`src/rtl/core/fvl_pkg.sv`:
```
`timescale 1ns / 1ps
// ----------------------------------------------------------------------------
// fvl_pkg
// Shared types and codes of the FAT volume layout calculator: request and
// result beats, configuration register indexes, status and partition codes.
// ----------------------------------------------------------------------------
package fvl_pkg;

    // configuration port
    localparam int CFG_W     = 17;
    localparam int CFG_IDX_W = 1;

    localparam logic [CFG_IDX_W-1:0] REG_FAT16_ALIGN = 1'b0;
    localparam logic [CFG_IDX_W-1:0] REG_FAT32_ALIGN = 1'b1;

    localparam logic [CFG_W-1:0] FAT16_ALIGN_RST = 17'd128;
    localparam logic [CFG_W-1:0] FAT32_ALIGN_RST = 17'd8192;
    localparam logic [CFG_W-1:0] ALIGN_MAX       = 17'd65536;

    // result status codes
    localparam logic [1:0] STAT_OK        = 2'd0;
    localparam logic [1:0] STAT_TOO_SMALL = 2'd1;
    localparam logic [1:0] STAT_BAD_COUNT = 2'd2;
    localparam logic [1:0] STAT_BAD_CYL   = 2'd3;

    // mbr partition type bytes
    localparam logic [7:0] KIND_FAT12       = 8'h01;
    localparam logic [7:0] KIND_FAT16_SMALL = 8'h04;
    localparam logic [7:0] KIND_FAT16_BIG   = 8'h06;
    localparam logic [7:0] KIND_FAT32_CHS   = 8'h0B;
    localparam logic [7:0] KIND_FAT32_LBA   = 8'h0C;

    // request beat
    typedef struct packed {
        logic [31:0] card_blocks;
        logic        card_is_sdhc;
    } fvl_in_t;

    // result beat
    typedef struct packed {
        logic [1:0]  status;
        logic [7:0]  cluster_sectors;
        logic [7:0]  head_count;
        logic [5:0]  track_sectors;
        logic [31:0] partition_start;
        logic [15:0] reserved_count;
        logic [31:0] fat_sectors;
        logic [31:0] data_begin;
        logic [31:0] partition_length;
        logic [7:0]  partition_kind;
        logic [23:0] chs_first;
        logic [23:0] chs_last;
    } fvl_out_t;

endpackage

```
`src/rtl/core/fat_volume_layout_calculator_top.sv`:
```
`timescale 1ns / 1ps
// ----------------------------------------------------------------------------
// fat_volume_layout_calculator_top
// Computes the FAT16 or FAT32 volume layout of an SD card from its size.
// ----------------------------------------------------------------------------
// A request is taken when start is high and busy is low; the result comes
// back as one beat with done high for a single cycle and cannot be held off,
// so the receiver must capture it in that cycle. The result ports keep their
// value until the next result. A radix-2 divider finds the search bound,
// the data start search then runs up to 33 binary steps on one shared
// multiply/add datapath, and the CHS addresses take up to four more passes
// through the same divider. A too-small card finishes without the divider.
// Busy stays high for the whole request and falls in the cycle done is shown.
// Alignment registers are written through cfg_we / cfg_index / cfg_data;
// the user must write them only while no request is in flight, which the
// block itself does not enforce.
// ----------------------------------------------------------------------------
module fat_volume_layout_calculator_top
    import fvl_pkg::*;
(
    input  logic                 clk,
    input  logic                 rst_n,
    input  logic                 start,
    input  fvl_in_t              item,
    output logic                 busy,
    output logic                 done,
    output fvl_out_t             result,
    input  logic                 cfg_we,
    input  logic [CFG_IDX_W-1:0] cfg_index,
    input  logic [CFG_W-1:0]     cfg_data
);

    // sequencer states
    localparam logic [3:0] S_IDLE   = 4'd0;
    localparam logic [3:0] S_SETUP  = 4'd1;
    localparam logic [3:0] S_CHECK  = 4'd2;
    localparam logic [3:0] S_MUL    = 4'd3;
    localparam logic [3:0] S_ADD    = 4'd4;
    localparam logic [3:0] S_NC     = 4'd5;
    localparam logic [3:0] S_FS     = 4'd6;
    localparam logic [3:0] S_CMP    = 4'd7;
    localparam logic [3:0] S_EVAL   = 4'd8;
    localparam logic [3:0] S_LAYOUT = 4'd9;
    localparam logic [3:0] S_KIND   = 4'd10;
    localparam logic [3:0] S_DIV    = 4'd11;
    localparam logic [3:0] S_DIVEND = 4'd12;
    localparam logic [3:0] S_FINISH = 4'd13;

    // divider jobs
    localparam logic [1:0] OP_BOUND = 2'd0;
    localparam logic [1:0] OP_CYL   = 2'd1;
    localparam logic [1:0] OP_HEAD  = 2'd2;

    localparam logic [31:0] CYL_MAX        = 32'd1023;
    localparam logic [32:0] CHS_LIMIT      = 33'd16450560;
    localparam logic [31:0] FAT12_LIMIT    = 32'd32680;
    localparam logic [31:0] FAT16_LIMIT    = 32'd65536;
    localparam logic [30:0] FAT16_MIN_CLU  = 31'd4085;
    localparam logic [30:0] FAT16_MAX_CLU  = 31'd65525;
    localparam logic [23:0] CHS_SATURATED  = {10'd1023, 8'd254, 6'd63};

    // control state
    logic [3:0]       state_reg, state_next;
    logic             done_reg, done_next;
    logic [CFG_W-1:0] a16_cfg_reg, a16_cfg_next;
    logic [CFG_W-1:0] a32_cfg_reg, a32_cfg_next;

    // datapath registers
    fvl_out_t    res_reg, res_next;
    logic [31:0] card_reg, card_next;
    logic        f32_reg, f32_next;
    logic [16:0] a_reg, a_next;
    logic [2:0]  sh_reg, sh_next;
    logic [7:0]  heads_reg, heads_next;
    logic [5:0]  spt_reg, spt_next;
    logic [31:0] lo_reg, lo_next;
    logic [31:0] hi_reg, hi_next;
    logic [31:0] k_reg, k_next;
    logic        final_reg, final_next;
    logic [31:0] prod_reg, prod_next;
    logic [33:0] d_reg, d_next;
    logic        past_reg, past_next;
    logic [30:0] nc_reg, nc_next;
    logic [24:0] fs_reg, fs_next;
    logic [31:0] rel_reg, rel_next;
    logic [15:0] rsv_reg, rsv_next;
    logic [31:0] psize_reg, psize_next;
    logic [7:0]  kind_reg, kind_next;
    logic [9:0]  cyl_reg, cyl_next;
    logic [23:0] chs_first_reg, chs_first_next;
    logic [23:0] chs_last_reg, chs_last_next;
    logic        end_reg, end_next;
    logic [1:0]  status_reg, status_next;
    logic [16:0] div_rem_reg, div_rem_next;
    logic [31:0] div_quo_reg, div_quo_next;
    logic [16:0] div_den_reg, div_den_next;
    logic [4:0]  div_cnt_reg, div_cnt_next;
    logic [1:0]  div_op_reg, div_op_next;

    // combinational helpers
    logic [16:0] a16_clamp, a32_clamp;
    logic [21:0] mb;
    logic [31:0] mid;
    logic [17:0] div_part, div_sub;
    logic        div_ge;
    logic [13:0] hs;
    logic [48:0] prod_full;
    logic [31:0] diff;
    logic [25:0] two_fs;
    logic [26:0] r_val;
    logic [33:0] rel16, rsv32;
    logic [39:0] ncs, psize16, psize32;
    logic [32:0] chs_sum;
    logic [31:0] lbn_end;
    logic [23:0] chs_packed;

    assign busy   = (state_reg != S_IDLE);
    assign done   = done_reg;
    assign result = res_reg;

    // alignment clamp: zero reads as one, above the maximum reads as maximum
    always_comb
    begin
        priority if (a16_cfg_reg == '0)
            a16_clamp = 17'd1;
        else if (a16_cfg_reg > ALIGN_MAX)
            a16_clamp = ALIGN_MAX;
        else
            a16_clamp = a16_cfg_reg;
        priority if (a32_cfg_reg == '0)
            a32_clamp = 17'd1;
        else if (a32_cfg_reg > ALIGN_MAX)
            a32_clamp = ALIGN_MAX;
        else
            a32_clamp = a32_cfg_reg;
    end

    // shared arithmetic
    assign mb        = 22'((33'(card_reg) + 33'd2047) >> 11);
    assign mid       = lo_reg + ((hi_reg - lo_reg) >> 1);
    assign div_part  = {div_rem_reg, div_quo_reg[31]};
    assign div_ge    = (div_part >= {1'b0, div_den_reg});
    assign div_sub   = div_part - {1'b0, div_den_reg};
    assign hs        = 14'({6'd0, heads_reg} * {8'd0, spt_reg});
    // k never exceeds card / a, so the product stays within 32 bits
    assign prod_full = {17'd0, k_reg} * {32'd0, a_reg};
    assign diff      = card_reg - d_reg[31:0];
    assign two_fs    = {fs_reg, 1'b0};
    assign r_val     = 27'(a_reg) + (f32_reg ? 27'd9 : 27'd33) + 27'(two_fs);
    assign rel16     = d_reg - 34'(two_fs) - 34'd33;
    assign rsv32     = d_reg - 34'(a_reg) - 34'(two_fs);
    assign ncs       = 40'(nc_reg) << sh_reg;
    assign psize16   = ncs + 40'(two_fs) + 40'd33;
    assign psize32   = ncs + 40'(d_reg) - 40'(a_reg);
    assign chs_sum   = 33'(rel_reg) + 33'(psize_reg);
    assign lbn_end   = rel_reg + psize_reg - 32'd1;
    assign chs_packed = {cyl_reg, div_quo_reg[7:0], div_rem_reg[5:0] + 6'd1};

    // sequencer and datapath next state
    always_comb
    begin
        state_next     = state_reg;
        done_next      = 1'b0;
        a16_cfg_next   = a16_cfg_reg;
        a32_cfg_next   = a32_cfg_reg;
        res_next       = res_reg;
        card_next      = card_reg;
        f32_next       = f32_reg;
        a_next         = a_reg;
        sh_next        = sh_reg;
        heads_next     = heads_reg;
        spt_next       = spt_reg;
        lo_next        = lo_reg;
        hi_next        = hi_reg;
        k_next         = k_reg;
        final_next     = final_reg;
        prod_next      = prod_reg;
        d_next         = d_reg;
        past_next      = past_reg;
        nc_next        = nc_reg;
        fs_next        = fs_reg;
        rel_next       = rel_reg;
        rsv_next       = rsv_reg;
        psize_next     = psize_reg;
        kind_next      = kind_reg;
        cyl_next       = cyl_reg;
        chs_first_next = chs_first_reg;
        chs_last_next  = chs_last_reg;
        end_next       = end_reg;
        status_next    = status_reg;
        div_rem_next   = div_rem_reg;
        div_quo_next   = div_quo_reg;
        div_den_next   = div_den_reg;
        div_cnt_next   = div_cnt_reg;
        div_op_next    = div_op_reg;

        // configuration writes
        if (cfg_we)
        begin
            unique case (cfg_index)
                REG_FAT16_ALIGN: a16_cfg_next = cfg_data;
                REG_FAT32_ALIGN: a32_cfg_next = cfg_data;
                default:         a16_cfg_next = a16_cfg_reg;
            endcase
        end

        unique case (state_reg)
            S_IDLE:
            begin
                if (start)
                begin
                    card_next  = item.card_blocks;
                    f32_next   = item.card_is_sdhc;
                    a_next     = item.card_is_sdhc ? a32_clamp : a16_clamp;
                    final_next = 1'b0;
                    state_next = S_SETUP;
                end
            end

            // capacity class, geometry, then divide for the search bound unless the card is too small
            S_SETUP:
            begin
                priority if (mb <= 22'd16)    sh_next = 3'd1;
                else if (mb <= 22'd32)        sh_next = 3'd2;
                else if (mb <= 22'd64)        sh_next = 3'd3;
                else if (mb <= 22'd128)       sh_next = 3'd4;
                else if (mb <= 22'd1024)      sh_next = 3'd5;
                else if (mb <= 22'd32768)     sh_next = 3'd6;
                else                          sh_next = 3'd7;
                spt_next = (mb <= 22'd256) ? 6'd32 : 6'd63;
                priority if (mb <= 22'd16)    heads_next = 8'd2;
                else if (mb <= 22'd32)        heads_next = 8'd4;
                else if (mb <= 22'd128)       heads_next = 8'd8;
                else if (mb <= 22'd504)       heads_next = 8'd16;
                else if (mb <= 22'd1008)      heads_next = 8'd32;
                else if (mb <= 22'd2016)      heads_next = 8'd64;
                else if (mb <= 22'd4032)      heads_next = 8'd128;
                else                          heads_next = 8'd255;
                if (mb <= 22'd6)
                begin
                    status_next = STAT_TOO_SMALL;
                    state_next  = S_FINISH;
                end
                else
                begin
                    div_quo_next = card_reg;
                    div_rem_next = '0;
                    div_den_next = a_reg;
                    div_cnt_next = 5'd31;
                    div_op_next  = OP_BOUND;
                    state_next   = S_DIV;
                end
            end

            // pick the next probe of the binary search
            S_CHECK:
            begin
                if (lo_reg < hi_reg)
                    k_next = mid;
                else
                begin
                    k_next     = lo_reg;
                    final_next = 1'b1;
                end
                state_next = S_MUL;
            end

            S_MUL:
            begin
                prod_next  = prod_full[31:0];
                state_next = S_ADD;
            end

            // data start = (k + 2) * align
            S_ADD:
            begin
                d_next     = 34'(prod_reg) + 34'({a_reg, 1'b0});
                state_next = S_NC;
            end

            // cluster count of the remaining blocks
            S_NC:
            begin
                past_next  = (d_reg > 34'(card_reg));
                nc_next    = (d_reg > 34'(card_reg)) ? '0 : 31'(diff >> sh_reg);
                state_next = S_FS;
            end

            // fat size rounded up
            S_FS:
            begin
                if (past_reg)
                    fs_next = '0;
                else if (f32_reg)
                    fs_next = 25'((32'(nc_reg) + 32'd129) >> 7);
                else
                    fs_next = 25'((32'(nc_reg) + 32'd257) >> 8);
                state_next = S_CMP;
            end

            // room check narrows the search interval
            S_CMP:
            begin
                if (final_reg)
                    state_next = S_EVAL;
                else
                begin
                    if (past_reg || (d_reg >= 34'(r_val)))
                        hi_next = k_reg;
                    else
                        lo_next = k_reg + 32'd1;
                    state_next = S_CHECK;
                end
            end

            S_EVAL:
            begin
                if (past_reg ||
                    (f32_reg ? (nc_reg < FAT16_MAX_CLU)
                             : ((nc_reg < FAT16_MIN_CLU) || (nc_reg >= FAT16_MAX_CLU))))
                begin
                    status_next = STAT_BAD_COUNT;
                    state_next  = S_FINISH;
                end
                else
                    state_next = S_LAYOUT;
            end

            // partition start, reserved area and size
            S_LAYOUT:
            begin
                status_next = STAT_OK;
                if (f32_reg)
                begin
                    rel_next   = 32'(a_reg);
                    rsv_next   = (rsv32 > 34'd65535) ? 16'hFFFF : rsv32[15:0];
                    psize_next = psize32[31:0];
                end
                else
                begin
                    rel_next   = rel16[31:0];
                    rsv_next   = 16'd1;
                    psize_next = psize16[31:0];
                end
                state_next = S_KIND;
            end

            // partition type, then divide start block by heads * sectors
            S_KIND:
            begin
                if (f32_reg)
                    kind_next = (chs_sum <= CHS_LIMIT) ? KIND_FAT32_CHS : KIND_FAT32_LBA;
                else if (psize_reg < FAT12_LIMIT)
                    kind_next = KIND_FAT12;
                else if (psize_reg < FAT16_LIMIT)
                    kind_next = KIND_FAT16_SMALL;
                else
                    kind_next = KIND_FAT16_BIG;
                end_next     = 1'b0;
                div_quo_next = rel_reg;
                div_rem_next = '0;
                div_den_next = 17'(hs);
                div_cnt_next = 5'd31;
                div_op_next  = OP_CYL;
                state_next   = S_DIV;
            end

            // restoring divider, one quotient bit a cycle
            S_DIV:
            begin
                div_rem_next = div_ge ? div_sub[16:0] : div_part[16:0];
                div_quo_next = {div_quo_reg[30:0], div_ge};
                if (div_cnt_reg == '0)
                    state_next = S_DIVEND;
                else
                    div_cnt_next = div_cnt_reg - 5'd1;
            end

            S_DIVEND:
            begin
                unique case (div_op_reg)
                    OP_BOUND:
                    begin
                        lo_next    = '0;
                        hi_next    = div_quo_reg;
                        state_next = S_CHECK;
                    end
                    OP_CYL:
                    begin
                        if (div_quo_reg > CYL_MAX)
                        begin
                            if (end_reg)
                                chs_last_next = CHS_SATURATED;
                            else
                                status_next = STAT_BAD_CYL;
                            state_next = S_FINISH;
                        end
                        else
                        begin
                            cyl_next     = div_quo_reg[9:0];
                            div_quo_next = 32'(div_rem_reg);
                            div_rem_next = '0;
                            div_den_next = 17'(spt_reg);
                            div_cnt_next = 5'd31;
                            div_op_next  = OP_HEAD;
                            state_next   = S_DIV;
                        end
                    end
                    OP_HEAD:
                    begin
                        if (end_reg)
                        begin
                            chs_last_next = chs_packed;
                            state_next    = S_FINISH;
                        end
                        else
                        begin
                            chs_first_next = chs_packed;
                            end_next       = 1'b1;
                            div_quo_next   = lbn_end;
                            div_rem_next   = '0;
                            div_den_next   = 17'(hs);
                            div_cnt_next   = 5'd31;
                            div_op_next    = OP_CYL;
                            state_next     = S_DIV;
                        end
                    end
                    default:
                    begin
                        state_next = S_FINISH;
                    end
                endcase
            end

            // assemble the result beat by status
            S_FINISH:
            begin
                res_next        = '0;
                res_next.status = status_reg;
                if (status_reg != STAT_TOO_SMALL)
                begin
                    res_next.cluster_sectors = 8'd1 << sh_reg;
                    res_next.head_count      = heads_reg;
                    res_next.track_sectors   = spt_reg;
                end
                if ((status_reg == STAT_OK) || (status_reg == STAT_BAD_CYL))
                begin
                    res_next.partition_start  = rel_reg;
                    res_next.reserved_count   = rsv_reg;
                    res_next.fat_sectors      = 32'(fs_reg);
                    res_next.data_begin       = d_reg[31:0];
                    res_next.partition_length = psize_reg;
                    res_next.partition_kind   = kind_reg;
                end
                if (status_reg == STAT_OK)
                begin
                    res_next.chs_first = chs_first_reg;
                    res_next.chs_last  = chs_last_reg;
                end
                done_next  = 1'b1;
                state_next = S_IDLE;
            end

            default:
            begin
                state_next = S_IDLE;
            end
        endcase
    end

    // control registers
    always_ff @(posedge clk or negedge rst_n)
    begin
        if (!rst_n)
        begin
            state_reg   <= S_IDLE;
            done_reg    <= 1'b0;
            a16_cfg_reg <= FAT16_ALIGN_RST;
            a32_cfg_reg <= FAT32_ALIGN_RST;
        end
        else
        begin
            state_reg   <= state_next;
            done_reg    <= done_next;
            a16_cfg_reg <= a16_cfg_next;
            a32_cfg_reg <= a32_cfg_next;
        end
    end

    // datapath registers
    always_ff @(posedge clk)
    begin
        res_reg       <= res_next;
        card_reg      <= card_next;
        f32_reg       <= f32_next;
        a_reg         <= a_next;
        sh_reg        <= sh_next;
        heads_reg     <= heads_next;
        spt_reg       <= spt_next;
        lo_reg        <= lo_next;
        hi_reg        <= hi_next;
        k_reg         <= k_next;
        final_reg     <= final_next;
        prod_reg      <= prod_next;
        d_reg         <= d_next;
        past_reg      <= past_next;
        nc_reg        <= nc_next;
        fs_reg        <= fs_next;
        rel_reg       <= rel_next;
        rsv_reg       <= rsv_next;
        psize_reg     <= psize_next;
        kind_reg      <= kind_next;
        cyl_reg       <= cyl_next;
        chs_first_reg <= chs_first_next;
        chs_last_reg  <= chs_last_next;
        end_reg       <= end_next;
        status_reg    <= status_next;
        div_rem_reg   <= div_rem_next;
        div_quo_reg   <= div_quo_next;
        div_den_reg   <= div_den_next;
        div_cnt_reg   <= div_cnt_next;
        div_op_reg    <= div_op_next;
    end

endmodule

```
`config.mk`:
```
export PLATFORM = sky130hd
export DESIGN_NAME = fat_volume_layout_calculator_top
export DESIGN_NICKNAME = d
export VERILOG_FILES = /design/src/rtl/core/fvl_pkg.sv /design/src/rtl/core/fat_volume_layout_calculator_top.sv
export SDC_FILE = /design/constraint.sdc
export NUM_CORES = 2
export LEC_CHECK = 0
export BUFFER_PORTS_ARGS = -buffer_cell sky130_fd_sc_hd__buf_2
export CAP_MARGIN = 5
export CORE_ASPECT_RATIO = 0.7
export CORE_MARGIN = 3
export CORE_UTILIZATION = 25
export CTS_BUF_LIST = sky130_fd_sc_hd__clkbuf_8
export DETAILED_ROUTE_END_ITERATION = 12
export SYNTH_ARGS = -nofsm -noshare
export SYNTH_HDL_FRONTEND = slang
export SYNTH_SLANG_ARGS = --single-unit
```
`constraint.sdc`:
```
create_clock -name clk -period 24.1 [get_ports clk]
set_input_delay 2.41 -clock clk [delete_from_list [all_inputs] [get_ports clk]]
set_output_delay 2.41 -clock clk [all_outputs]
set_load 0.03 [all_outputs]
```
== Yosys cells after proc, flatten, opt, wreduce, memory -nomap -nowiden ==
Cells that the tools add are included.

* Add/subtract/negate cells: 24
* Multipliers: 2
* Magnitude comparators: 26
* Eq/ne operators: 38
* Shifts and indexed selects: 3
* Mux-type cells: 88
* Bitwise gates (word level): 4
* Reduce and logical (&&, ||, !) cells: 41

{| class="wikitable"
|+ Operators by type and width
! cell !! number
|-
| $mux 32 || 11
|-
| $mux 17 || 13
|-
| $pmux 32 s2 || 3
|-
| $pmux 32 s4 || 1
|-
| $mux 24 || 4
|-
| $pmux 17 s2 || 2
|-
| $pmux 17 s4 || 1
|-
| $add 32x32->32 || 2
|-
| $sub 32x32->32 || 2
|-
| $pmux 4 s13 || 1
|-
| $pmux 17 s3 || 1
|-
| $pmux 24 s2 || 1
|-
| $le 22x11->1 const B || 2
|-
| $le 22x9->1 const B || 2
|-
| $gt 17x17->1 const B || 2
|-
| $gt 34x16->1 const B || 1
|-
| $logic_not 17->1 || 2
|-
| $sub 33x17->34 || 1
|-
| $sub 34x26->34 || 1
|-
| $add 32x11->33 const B || 1
|-
| $add 32x18->33 || 1
|-
| $add 32x32->33 || 1
|-
| $ge 33x27->1 || 1
|-
| $gt 33x32->1 || 1
|-
| other kinds (80) || 168
|}

* Bits in registers: 771
* Bits of input ports: 55
* Output and inout bits: 226

== Logic depth before layout (Yosys ltp) ==
* Depth in word-level cells: 8
* Depth in mapped cells: 26

== Worst setup path before layout ==
OpenSTA, ideal clock, no wires.

* Path type: flip-flop to flip-flop
* Start: register state_reg[3]
* End: register done_reg, in the netlist done
* Library setup time: 1035 ps
* Data arrival time: 9450 ps
* Slack: 13615 ps
* Cell stages (with the launch flop): 4
* Period minus slack after synthesis: 10485 ps
* Path through: dfrtp_1 -> clkbuf_1 -> nand2_1 -> nor2_1

* Word-level cells in the longest chain between the ends: 2

{| class="wikitable"
|+ RTL lines
! what !! line !! text
|-
| from (decl) || fat_volume_layout_calculator_top.sv:63 || <nowiki>logic [3:0] state_reg, state_next;</nowiki>
|-
| from (signal assigned) || fat_volume_layout_calculator_top.sv:483 || <nowiki>state_reg <= state_next;</nowiki>
|-
| $eq 4x4->1 || fat_volume_layout_calculator_top.sv:207 || <nowiki>unique case (state_reg)</nowiki>
|-
| $mux 1 || fat_volume_layout_calculator_top.sv:207 ||
|-
| via done_next || fat_volume_layout_calculator_top.sv:64 || <nowiki>logic done_reg, done_next;</nowiki>
|-
| to (signal assigned) || fat_volume_layout_calculator_top.sv:484 || <nowiki>done_reg <= done_next;</nowiki>
|-
| to (decl) || fat_volume_layout_calculator_top.sv:64 ||
|}

The timed path passes the listed nets, and every way through them passes these cells.
A chain may end at the register's enable or synchronous reset.

== Worst setup path in the final report ==
* Start: register k_reg[5]
* End: register prod_reg[31], data pin

* Word-level cells in the longest chain between the ends: 1

{| class="wikitable"
|+ RTL lines
! what !! line !! text
|-
| from (decl) || fat_volume_layout_calculator_top.sv:78 || <nowiki>logic [31:0] k_reg, k_next;</nowiki>
|-
| from (signal assigned) || fat_volume_layout_calculator_top.sv:502 || <nowiki>k_reg <= k_next;</nowiki>
|-
| $mul 32x17->32 || fat_volume_layout_calculator_top.sv:146 || <nowiki>assign prod_full = {17'd0, k_reg} * {32'd0, a_reg};</nowiki>
|-
| via prod_full[31] || fat_volume_layout_calculator_top.sv:107 || <nowiki>logic [48:0] prod_full;</nowiki>
|-
| to (signal assigned) || fat_volume_layout_calculator_top.sv:504 || <nowiki>prod_reg <= prod_next;</nowiki>
|-
| to (decl) || fat_volume_layout_calculator_top.sv:80 || <nowiki>logic [31:0] prod_reg, prod_next;</nowiki>
|}

The timed path passes the listed nets, and every way through them passes these cells.

==> impl_metrics.ini <==
[synthesis]
synth_top_area_share_pct = 31.80
synth_cell_types = 108
synthSimpleGateAreaFrac_pct = 15.64
synth_area_sq_mm = 0.06686
synth-seq-cells = 747
synth_edf_count = 708
synthAdderAreaFrac_pct = 22.60
postSynthAreaPerCell_sq_um = 9.517
synth_warnings = 0
synth_cells = 7025
synth_mux_area_share_pct = 2.637
synth.area.top_cells = edfxtp_1 (32%), fa_1 (12%), ha_1 (11%)
seq_area_frac_synth_pct = 33.26
synth_compound_area_share_pct = 13.58
synthFlopType = edfxtp_1
synth_top_family_by_area = adder cells
yosysTopAreaCell = edfxtp_1
synth-async-reset-ratio_pct = 5.221
synth-xor-area-share_pct = 5.135

[detailed_routing]
met2_length_microns = 97280
routed_wirelength_microns = 260700
top_layer = met5
dr.pass1.iters = 6
wire_per_inst_microns = 24.03
ant_nets = 0
vias = 55052
via_per_inst = 5.074
drt-met1-wl_microns = 123200
first_iter_violations = 7135
drc = 0
met3_length_microns = 32460

[sta]
finalMaxSlewViolations = 0
setup_tns_ps = 0
worst_slack_ps = 16910
fin_skew_ps = 159.3
hold_viol = 0
tightest_slew_ps = 1379
min_period_ps = 7188
clock.fmax_mhz = 139.1
rsz0062_at_grt = false
slew_headroom_pct = 7.486
post-route-period-util_pct = 29.83
finalSetupViolCount = 0

[place]
place_ws_ps = 17040
place_congestion = 0.9602
port-buffer-count = 269
dp_hpwl_microns = 208600

[floorplan]
rows = 158
initial_utilization_pct = 25.18
top_level_ports = 281
dieArea_sq_mm = 0.2738
die_h_microns = 438.7
fp.dieW_microns = 624.1
design.core.area_sq_mm = 0.2655

[worst_setup_path]
r2r-end = prod_reg[31]
endpoint = prod_reg[31]
rrSetupSlack_ps = 16910
required_ps = 24670
crit_path_end_kind = register
r2r_cells = 22
worstPathMaxFanout = 21
critPathKind = reg -> reg
startpoint_type = register
crit_start = k_reg[5]
cp_data_arrival_time_ps = 7760
r2r_start = k_reg[5]

[clock_network]
cts_resized = 0
cts_buffer_depth = 3
cts.sinks = 747
ctsHoldBuffers = 0
cts_root_buf = clkbuf_8
cts_made_buffers = 119
cts_htree_levels = 3
postCtsSetupBuffers = 0
clk_latency_ps = 930
cts_tree = yes
clkTransAtPathRegs_ps = 70

[grt]
grt.total_usage_pct = 18.55
grt_max_degree = 82
antenna_found_initial = 31
grt_pass1_wl_microns = 373600
overflow = 0
grt_pass1_vias = 53093

[run_status]
status = completed

[run]
drv_cap = 0

[min_path]
min_path_type = reg -> reg

[cells_and_area]
nets = 8244
layout-area-overhead-vs-synth_pct = 11.78
largest_reg_flops = 209
drive_gt1_share_pct = 9.803
-- cell usage after synthesis (56+ instances only) --
library cell    n
a21o_1        134
xnor2_1       247
mux2_2         56
clkbuf_1      240
nor2_1        493
nand3_1       120
o21ai_0       255
edfxtp_1      708
a211oi_1       91
nand2b_1       73
inv_1         933
and2_1        269
nor2b_1        87
mux2i_1        58
nand4_1        66
nand2_1       713
xor2_1        145
fa_1          389
ha_1          585
nor3_1        110
and3_1         68
a21oi_1       349
-- layout by cell type, fill, tap and decap left out, drive strengths merged, types with 247 or more instances in the layout --
cell,count
xnor2,247
and2,269
nor2,495
fa,389
a21oi,362
buf,361
inv,979
o21ai,273
nand2,713
edfxtp,708
ha,585
-- logic make-up (layout without fill, tap and decap cells) --
| logic type | after synthesis | in the layout |
|---|---|---|
| AO/OA/AOI/OAI | 1361 | 1361 |
| buffers and inverters | 1238 | 1517 |
| multiplexers | 139 | 139 |
| XOR/XNOR | 392 | 392 |
| other | 1 | 26 |
| AND/OR/NAND/NOR | 2173 | 2173 |
| flip-flops | 747 | 747 |
| adder cells (fa/ha/maj) | 974 | 974 |
-- worst max-delay path, stage by stage, from the launching register on --
cell	delay, ps
edfxtp_1	740
and2_1	310
fa_1	560
inv_1	70
fa_1	560
fa_1	470
fa_1	510
inv_1	60
fa_1	530
inv_1	60
fa_1	530
inv_1	50
ha_1	380
a21o_1	200
a21oi_1	230
o211a_1	170
o41ai_1	70
a31oi_1	320
o21ai_0	240
a211oi_1	400
o31ai_1	140
a21oi_1	190
xnor2_1	90
-- worst min path at each step --
stage | start | endpoint | slack, ps | cells past startpoint
after floorplan | prod_reg[0] | d_reg[0] | 400 | 0
after global placement | cyl_reg[1] | chs_first_reg[15] | 420 | 0
after detailed placement | cyl_reg[0] | chs_first_reg[14] | 420 | 0
after CTS | cyl_reg[1] | chs_first_reg[15] | 440 | 0
after global routing | cyl_reg[0] | chs_first_reg[14] | 440 | 0
final | cyl_reg[1] | chs_first_reg[15] | 440 | 0
-- stage by stage --
stage	instances	cell area, sq um	hold WS (ps)	util (%)
after floorplan	7035	66900	400.3	-
after global placement	10613	72170	422.0	27.18
after detailed placement	10614	72190	422.9	27.19
after CTS	10834	74690	438.4	28.13
after global routing	10836	74700	444.6	28.14
final	10849	74730	435.2	28.15
-- final cells by class --
| cell class | instances | area [sq um] |
|---|---|---|
| antenna | 15 | 37.54 |
| clock buffer | 122 | 1679 |
| sequential | 747 | 22240 |
| inverter | 935 | 3510 |
| fill | 27908 | 190800 |
| timing repair buffer | 362 | 2047 |
| multi-input combinational | 5050 | 39990 |
| tap | 3520 | 4404 |
| clock inverter | 98 | 829.5 |
-- routing by layer --
metal / vias to the layer above / global-route usage (%)
li1: 24536 / -
met1: 27258 / 28.41
met2: 2909 / 24.08
met3: 343 / 6.117
met4: 6 / 5.155
met5: - / 0
Power is left out: the tool's default activity adds up to more than one toggle a clock period on the data nets, which glitch-free logic cannot reach.
